$ cat src/design/sit_prep.sv
// ----------------------------------------------------------------------------
// sit_prep
// first stage: endpoint differences and degenerate segment detection
// ----------------------------------------------------------------------------
module sit_prep #(
   parameter int COORD_BITS = 16
) (
   input  logic                         clock,
   input  logic                         load,
   input  logic signed [COORD_BITS-1:0] a_x,
   input  logic signed [COORD_BITS-1:0] a_y,
   input  logic signed [COORD_BITS-1:0] b_x,
   input  logic signed [COORD_BITS-1:0] b_y,
   input  logic signed [COORD_BITS-1:0] c_x,
   input  logic signed [COORD_BITS-1:0] c_y,
   input  logic signed [COORD_BITS-1:0] d_x,
   input  logic signed [COORD_BITS-1:0] d_y,
   output logic signed [COORD_BITS:0]   bx_ff,
   output logic signed [COORD_BITS:0]   by_ff,
   output logic signed [COORD_BITS:0]   cx_ff,
   output logic signed [COORD_BITS:0]   cy_ff,
   output logic signed [COORD_BITS:0]   dx_ff,
   output logic signed [COORD_BITS:0]   dy_ff,
   output logic signed [COORD_BITS:0]   ex_ff,
   output logic signed [COORD_BITS:0]   ey_ff,
   output logic signed [COORD_BITS:0]   gx_ff,
   output logic signed [COORD_BITS:0]   gy_ff,
   output logic                         degen_ff
);
   localparam int DW = COORD_BITS + 1;

   logic signed [DW-1:0] ax_w, ay_w, bx_w, by_w, cx_w, cy_w, dx_w, dy_w;
   logic                 degen_in;

   assign ax_w = {a_x[COORD_BITS-1], a_x};
   assign ay_w = {a_y[COORD_BITS-1], a_y};
   assign bx_w = {b_x[COORD_BITS-1], b_x};
   assign by_w = {b_y[COORD_BITS-1], b_y};
   assign cx_w = {c_x[COORD_BITS-1], c_x};
   assign cy_w = {c_y[COORD_BITS-1], c_y};
   assign dx_w = {d_x[COORD_BITS-1], d_x};
   assign dy_w = {d_y[COORD_BITS-1], d_y};

   // zero length or shared endpoint
   assign degen_in = (a_x == b_x && a_y == b_y) || (c_x == d_x && c_y == d_y) ||
                     (a_x == c_x && a_y == c_y) || (b_x == c_x && b_y == c_y) ||
                     (a_x == d_x && a_y == d_y) || (b_x == d_x && b_y == d_y);

   always_ff @(posedge clock) begin
      if (load) begin
         bx_ff    <= bx_w - ax_w;
         by_ff    <= by_w - ay_w;
         cx_ff    <= cx_w - ax_w;
         cy_ff    <= cy_w - ay_w;
         dx_ff    <= dx_w - ax_w;
         dy_ff    <= dy_w - ay_w;
         ex_ff    <= dx_w - cx_w;
         ey_ff    <= dy_w - cy_w;
         gx_ff    <= bx_w - cx_w;
         gy_ff    <= by_w - cy_w;
         degen_ff <= degen_in;
      end
   end

endmodule

$ cat config.mk
export PLATFORM = sky130hd
export DESIGN_NAME = sit_prep
export DESIGN_NICKNAME = d
export VERILOG_FILES = /design/src/design/sit_prep.sv
export SDC_FILE = /design/constraint.sdc
export NUM_CORES = 1
export LEC_CHECK = 0
export BUFFER_PORTS_ARGS = -buffer_cell sky130_fd_sc_hd__clkbuf_2
export CAP_MARGIN = 40
export CORE_ASPECT_RATIO = 2
export CORE_MARGIN = 2
export CORE_UTILIZATION = 45
export CTS_CLUSTER_SIZE = 14
export DETAILED_ROUTE_END_ITERATION = 12
export PLACE_DENSITY = 0.69
export SKIP_CTS_REPAIR_TIMING = 1
export SYNTH_ARGS = -nofsm -noshare
export SYNTH_HDL_FRONTEND = slang
export SYNTH_SLANG_ARGS = --single-unit
$ cat constraint.sdc
create_clock -name clock -period 2.2 [get_ports clock]
set_input_delay 0 -clock clock [delete_from_list [all_inputs] [get_ports clock]]
set_output_delay 0 -clock clock [all_outputs]
set_load 0.01 [all_outputs]
==> impl_metrics.toml <==
[floorplan]
num_rows = 88
pin_count = 301
die_w_um = 125
die_h_um = 246
dieArea_um2 = 30800
initial_core_util = 0.457
core_area_um2 = 28800

[clock_network]
path_clk_slew_ps = 70
clock_path_buffers = 2
numClockSinks = 171
cts-root-buf = "clkbuf_16"
htreeDepth = 4
cts_buffers = 17
cts_tree = "yes"

[routing]
vias = 12800
drt_pre_antenna_iters = 5
wirelength_um = 49800
avgViaCountPerCell = 5.76
drc = 0
wl_per_cell_um = 22.5
ant_nets = 0
drt_iter0_markers = 580

[worst_setup_path]
startpoint_type = "input pin"
critical_path_class = "input pin to flop"
max_stage_delay_ps = 420
cp_slowest_cell = "o41a_1"
worstPathCellList = "clkbuf_2, inv_1, ha_1, nor2b_1, o21ai_1, a21oi_1, o41a_1, a41o_1, nor4b_1, or3_1"
cp_data_arrival_time_ps = 2260
required_ps = 2400
cp_max_fo = 4
critPathCaptureType = "flop"

[yosys]
synth.yosys.seq_area_share = 0.389
synth_warnings = 0
synth_area_um2 = 13200
synth_ff_type = "edfxtp_1"
synth_nets = 1615
syn_inst = 1315
async_flop_share = 0
avgSynthCellArea_um2 = 10.0
ys_types = 61
yosys_register_bits = 171
synth-edff-count = 171

[pwr]
leakage_uw = 0.00810
p_total_uw = 11700
vdd_drop_max_v = 0.000629
cellPowerDensity_nw_per_um2 = 672

[run_status]
status = "finished clean"

[global_route]
grt-ovfl-total = 0
grt_max_degree = 60
grt_pass1_vias = 13100
grt_pass1_wl_um = 72600
antenna_found_initial = 0
grt_usage = 0.317

[placement]
dp_hpwl_um = 42300
place_inst = 2182
portBuffers = 300
gp_congestion = 0.965
placed_cell_area_um2 = 16800
pre_cts_ws_ps = -441

[timing]
holdWs_ps = 30.1
tightestPinTransition_ps = 624
finalCritPeriodShare = 0.932
hold_viol_final = 0
setup_ws_ps = 149
slew_viol_final = 0
rsz0062_at_grt = "no"
max_freq_ghz = 0.487
slew_headroom = 0.584
fin_crit_ps = 2050
final-setup-viol-count = 0

[worst_hold_path]
min_path_cells = 3
hold_class = "input pin to flop"

[layout]
syn_to_final_growth_pct = 31.5
mostFrequentLayoutCells = "299 x clkbuf_2, 211 x buf_4, 171 x edfxtp_1"
fin_cells = 2215
final_area_um2 = 17300
nets = 2143
drive_gt1_frac = 0.301
layout_commonest_cell = "clkbuf_2"
nFillCells = 2569
diodes = 0

[run]
maxCapViolCount = 0
metrics by stage:
stage | util | setup TNS, ps
6_report | 0.601 | 0
5_1_grt | 0.601 | 0
4_1_cts | 0.600 | 0
3_5_place_dp | 0.581 | -8440
3_3_place_gp | 0.581 | -6870
2_1_floorplan | - | 0
power by group:
group	switching, uW	internal (uW)	total (uW)
clock network	1430	1560	2990
logic	2350	1850	4190
registers	203	4270	4470
total	3980	7670	11700
final timing paths:
kind,start,end,slack (ps)
worst max-delay path,c_y[1],ey_ff[15],150
worst min-delay path,c_x[0],gx_ff[0],30
per-layer routing:
layer  vias to the layer above  global-route usage  wire length, um  part of all wire
li1                       5952                   -                -                 -
met1                      6061               0.270            14900              0.30
met2                       539               0.615            27300              0.55
met3                       199              0.0439             2290             0.046
met4                         0               0.294             5270              0.11
met5                         -                   0                0                 0
flip-flops by register name, summed over array words and instances, names as in the netlist:
signal,count
ey_ff,17
dy_ff,17
cy_ff,17
gx_ff,17
ex_ff,17
by_ff,17
dx_ff,17
gy_ff,17
cx_ff,17
degen_ff,1
bx_ff,17
Yosys cell counts (19+ instances only):
cell type  number  area share
a21o_1         41       0.023
a21oi_1        95       0.036
edfxtp_1      171        0.39
ha_1          160        0.15
inv_1         119       0.034
nand2_1        58       0.017
nand3_1        30       0.011
nand4_1        32       0.015
nor2_1        101       0.029
nor2b_1        37       0.018
nor3_1         19      0.0072
o21a_1         29       0.017
o21ai_0        64       0.024
xnor2_1       113       0.075
xor2_1         28       0.019
area by class of cell:
| type | count | area, um2 | area share |
|---|---|---|---|
| clock buffer | 18 | 429 | 0.0247 |
| clock inverter | 13 | 121 | 0.00700 |
| inverter | 119 | 447 | 0.0258 |
| multi-input combinational | 1020 | 7620 | 0.439 |
| sequential | 171 | 5130 | 0.296 |
| tap | 360 | 450 | 0.0260 |
| timing repair buffer | 514 | 3140 | 0.181 |
logic make-up (layout without fill, tap and decap cells):
kind of cell,Yosys count,in the layout,synth area share
XOR/XNOR,141,141,0.0937
flip-flops,171,171,0.389
AND/OR/NAND/NOR,354,354,0.136
buffers and inverters,124,664,0.0353
adder cells (fa/ha/maj),170,170,0.167
AO/OA/AOI/OAI,348,348,0.173
multiplexers,7,7,0.00531
critical path: cells and delay by family:
| kind | cells | cell delay [ps] |
|---|---|---|
| adders and majority gates | 1 | 310 |
| AOI/OAI and AO/OA | 4 | 1040 |
| and+or+nand+nor | 3 | 640 |
| buffers and inverters | 2 | 260 |
Power figures use the tool's default switching activity.
