File: src/design/sit_pkg.sv
// ----------------------------------------------------------------------------
// sit_pkg
// shared types for the segment intersection test pipeline
// ----------------------------------------------------------------------------
package sit_pkg;

   // side-of-line flags produced by the cross product stage
   typedef struct packed {
      logic degen;
      logic sc_neg;
      logic sd_neg;
      logic sa_neg;
      logic sa_pos;
      logic sb_neg;
      logic sb_pos;
   } side_flags_type;

endpackage

File: src/design/sit_side.sv
// ----------------------------------------------------------------------------
// sit_side
// third stage: cross product differences reduced to sign flags
// ----------------------------------------------------------------------------
module sit_side #(
   parameter int COORD_BITS = 16
) (
   input  logic                           clock,
   input  logic                           load,
   input  logic signed [2*COORD_BITS+1:0] sc1,
   input  logic signed [2*COORD_BITS+1:0] sc2,
   input  logic signed [2*COORD_BITS+1:0] sd1,
   input  logic signed [2*COORD_BITS+1:0] sd2,
   input  logic signed [2*COORD_BITS+1:0] sa1,
   input  logic signed [2*COORD_BITS+1:0] sa2,
   input  logic signed [2*COORD_BITS+1:0] sb1,
   input  logic signed [2*COORD_BITS+1:0] sb2,
   input  logic                           degen,
   output sit_pkg::side_flags_type        flags_ff
);
   import sit_pkg::*;

   localparam int PW = 2 * COORD_BITS + 2;
   localparam int SW = PW + 1;

   logic signed [SW-1:0] sc_w, sd_w, sa_w, sb_w;
   side_flags_type       flags_in;

   assign sc_w = {sc1[PW-1], sc1} - {sc2[PW-1], sc2};
   assign sd_w = {sd1[PW-1], sd1} - {sd2[PW-1], sd2};
   assign sa_w = {sa1[PW-1], sa1} - {sa2[PW-1], sa2};
   assign sb_w = {sb1[PW-1], sb1} - {sb2[PW-1], sb2};

   always_comb begin
      flags_in.degen  = degen;
      flags_in.sc_neg = sc_w[SW-1];
      flags_in.sd_neg = sd_w[SW-1];
      flags_in.sa_neg = sa_w[SW-1];
      flags_in.sa_pos = !sa_w[SW-1] && (sa_w != '0);
      flags_in.sb_neg = sb_w[SW-1];
      flags_in.sb_pos = !sb_w[SW-1] && (sb_w != '0);
   end

   always_ff @(posedge clock) begin
      if (load) begin
         flags_ff <= flags_in;
      end
   end

endmodule

File: config.mk
export PLATFORM = sky130hd
export DESIGN_NAME = sit_side
export DESIGN_NICKNAME = d
export VERILOG_FILES = /design/src/design/sit_pkg.sv /design/src/design/sit_side.sv
export SDC_FILE = /design/constraint.sdc
export NUM_CORES = 1
export LEC_CHECK = 0
export BUFFER_PORTS_ARGS = -buffer_cell sky130_fd_sc_hd__buf_2
export CORE_ASPECT_RATIO = 0.75
export CORE_MARGIN = 2
export CORE_UTILIZATION = 46
export CTS_CLUSTER_DIAMETER = 120
export DETAILED_ROUTE_END_ITERATION = 10
export PLACE_DENSITY = 0.81
export SLEW_MARGIN = 15
export SYNTH_ARGS = -nofsm -noshare
export SYNTH_HDL_FRONTEND = slang
export SYNTH_SLANG_ARGS = --single-unit
File: constraint.sdc
create_clock -name clock -period 3.17 [get_ports clock]
set_input_delay 0.317 -clock clock [delete_from_list [all_inputs] [get_ports clock]]
set_output_delay 0.317 -clock clock [all_outputs]
set_load 0.01 [all_outputs]
==> impl_results.md <==
- Run status: finished with violations
- Failing checks: setup timing
- Die X-Extent: 143 um
- Switching power: 0.949 mW
- Drt wl/cell: 16.2 um
- Top cells by area, synth: ha_1, inv_1, a21oi_1
- Largest registers: flags_ff (7)
- Synthesized cell area: 6620 sq um
- Top Ports: 282
- Power share of the sequential group: 5.9%
- Required time of the critical path: 3.15 ns
- Kind of start point of the critical path: primary input
- Worst-Margin Slew: 0.615 ns
- Max FFs per register: 7
- Largest Register: flags_ff
- Layout cells sized above 1: 35.1%
- P per Cell Area: 215 nW/um^2
- Yosys reg bits: 7
- Rel. slew slack: 58.5%
- Reg area: 210 sq um
- Overflow after GRT: 0
- Row cnt: 37
- Largest net degree at the start of global routing: 12
- Crit Path Class: primary input to flip-flop
- Number of routed nets with antenna violations: 0
- Final Hold Fails: 0
- Largest area contributor in the netlist: ha_1
- Total track usage: 30.4%
- CTS root buf: clkbuf_16
- Clock sinks: 7
- Switching Share: 46.7%
- Total power: 2.03 mW
- Number of global-route vias before repair: 8,140
- CTS tree: done
- Avg Cell Area, Syn: 6.93 sq um
- Top cell type's share of synthesized area: 25.3%
- H-tree levels: 1
- Total of max-cap violations: 0
- Hold-fix buffers, CTS: 0
- Inst Count DP: 1,530
- Crit. Startpoint: sa2[17]
- Sequential area share after synthesis: 3.17%
- Clock power frac: 10.6%
- Die Area: 15,400 sq um
- Combinational Power Share: 83.4%
- Die Y-Extent: 108 um
- Final nets: 1,773
- Worst Hold Class: primary input to flip-flop
- CP Capture Type: flip-flop
- HPWL after DPL: 22,000 um
- Syn Nets: 1,367
- Synth unique cells: 86
- Tcrit/Tclk final: 102%
- P_leak: 5.23 nW
- Gpl congestion: 1.07
- Detailed Route Iter0 Violations: 614
- First-pass GRT wire length: 37,900 um
- Multi-input gate area: 5830 sq um
- Post-synth ARST share: 0%
- Ys flop type: edfxtp_1
- Initial core utilization: 47.7%
- Fmax: 310 MHz
- Max VDD drop: 0.126 mV
- Post-Syn Instances: 956
- Yosys warning count: 0
- Dpl ws: -0.539 ns
- EDFF count, synth: 7
- Int Power: 1.08 mW
- Maximum fanout along the worst path: 4
- Area grow syn2layout: 42.5%
- DR vias/cell: 5.72
- # fillers: 1,238
- Drt first pass iters: 5
- Setup violators final: 1
- Port-buffer cells: 281
- Clk pin slew, worst setup/hold paths: 0.04 ns
- Final Non-Filler Cells: 1,537
- DRC errors left: 0
- Routed WL: 24,900 um
- CP Capture Point: flags_ff[2]$_DFFE_PP_
- Crit path time final: 3.23 ns
- Arr. time, crit path: 3.21 ns
- TritonCTS Buffers: 3
- Slack of the critical path: -0.0597 ns
- Initial antenna violation count: 1
- Final Max Slew Viols: 0
- Setup TNS: -0.0597 ns
- RSZ-0062 raised after global routing: true
- Clock Path Buffers: 2
- Routed vias: 8,785
- Core area: 13,900 sq um
==> final cells by class <==
type                            instances  area share, %
Antenna cell                            1         0.0265
Inverter                              159           6.35
Multi-Input combinational cell        765           61.7
Tap cell                              175           2.32
Sequential cell                         7           2.23
Timing Repair Buffer                  426           26.5
Clock buffer                            4          0.835
==> worst max-delay path: stages <==
cell,delay [ns]
buf_2,0.08
inv_1,0.04
ha_1,0.33
a21oi_1,0.21
a21boi_2,0.23
o21ai_1,0.11
a311o_1,0.44
o41a_1,0.51
a2111oi_4,0.37
buf_4,0.17
nand4_1,0.11
nor4_2,0.24
nor2_1,0.06
==> how the worst min path moves through the flow <==
stage | startpoint | endpoint | slack, ns | depth (start not counted)
finish | degen | flags_ff[6]$_DFFE_PP_ | 0.26 | 1
CTS | degen | flags_ff[6]$_DFFE_PP_ | 0.26 | 1
global route | degen | flags_ff[6]$_DFFE_PP_ | 0.26 | 1
detailed placement | degen | flags_ff[6]$_DFFE_PP_ | 0.50 | 1
global placement | degen | flags_ff[6]$_DFFE_PP_ | 0.50 | 1
floorplan | degen | flags_ff[6]$_DFFE_PP_ | 0.42 | 0
==> per-layer routing <==
metal  track usage [%]  vias up  routed length (um)
met4              7.71        0                 556
met3              6.54       48                2580
met1              40.5     3938               10800
li1                  -     4340                   -
met2              50.1      459               11000
met5                 0        -                   0
==> cell usage after synthesis (4+ instances only) <==
master	count
clkbuf_1	15
nand2b_1	20
nor3_1	14
a211oi_1	19
a311oi_1	4
inv_1	156
a21o_1	38
o21ai_1	19
nor2b_1	13
a21boi_0	6
xnor2_1	8
buf_4	4
o22ai_1	4
or3_1	8
a211o_1	4
o21a_1	12
nand4_1	28
o21bai_1	11
mux2i_1	5
o2111ai_1	5
nor2_1	59
and2_1	5
a21oi_2	4
o21ai_0	38
o221ai_1	6
and3_1	9
o31a_1	5
o311a_1	5
a2111oi_0	6
edfxtp_1	7
o31ai_1	9
ha_1	134
a31oi_1	12
a21oi_1	64
nand3_1	15
nand2_1	70
nor4_1	11
xor2_1	14
buf_2	5
o211ai_1	8
==> per-stage QoR <==
step	hold WS, ns	util, %	area, sq um
after global placement	0.495	66.2	9200
final	0.264	68.0	9440
after global routing	0.258	68.0	9440
after detailed placement	0.497	66.2	9200
after CTS	0.259	67.2	9330
after floorplan	0.416	-	6620
==> power by group through the flow <==
| stage | combinational [mW] | clock (mW) | sequential (mW) |
|---|---|---|---|
| finish | 1.70 | 0.216 | 0.121 |
| global route | 1.85 | 0.228 | 0.121 |
| CTS | 1.64 | 0.220 | 0.120 |
| detailed placement | 1.61 | 0 | 0.122 |
| global placement | 1.59 | 0 | 0.122 |
| floorplan | 0.920 | 0 | 0.126 |
==> layout by cell type (no fill, tap or decap), types with 6 or more instances in the layout <==
cell	instances
nand2_1	70
o21bai_1	10
or3_1	7
and3_1	9
xnor2_1	8
a21o_1	38
nor4_1	7
o31ai_1	8
nor2b_1	13
nand3_1	15
o211ai_1	8
nor3_1	14
a21oi_2	6
ha_1	133
buf_2	280
a31oi_1	10
a211oi_1	17
o21ai_0	36
o21a_1	12
a21oi_1	62
nand2b_1	20
edfxtp_1	7
nor2_1	59
o21ai_1	21
buf_4	145
a21boi_0	6
inv_1	154
nand4_1	28
xor2_1	14
o221ai_1	6
==> cell families after synthesis <==
group                      after synthesis  synth area share (%)
muxes                                    7                  1.10
DFF                                      7                  3.17
buffers and inverters                  184                  10.9
xor gates and xnor gates                22                  2.91
AOI/OAI and AO/OA                      322                  34.4
and+or+nand+nor                        278                  21.7
adders and majority gates              136                  25.9
==> what timing repair did <==
| action | CTS | global route |
|---|---|---|
| pin swaps | 14 | 10 |
| gates cloned | 0 | 0 |
| resized for setup | 13 | 21 |
| endpoints found under the setup margin | 2 | 2 |
| endpoints found under the hold margin | 0 | 0 |
| buffers inserted | 2 | 1 |
Power figures use the tool's default switching activity.
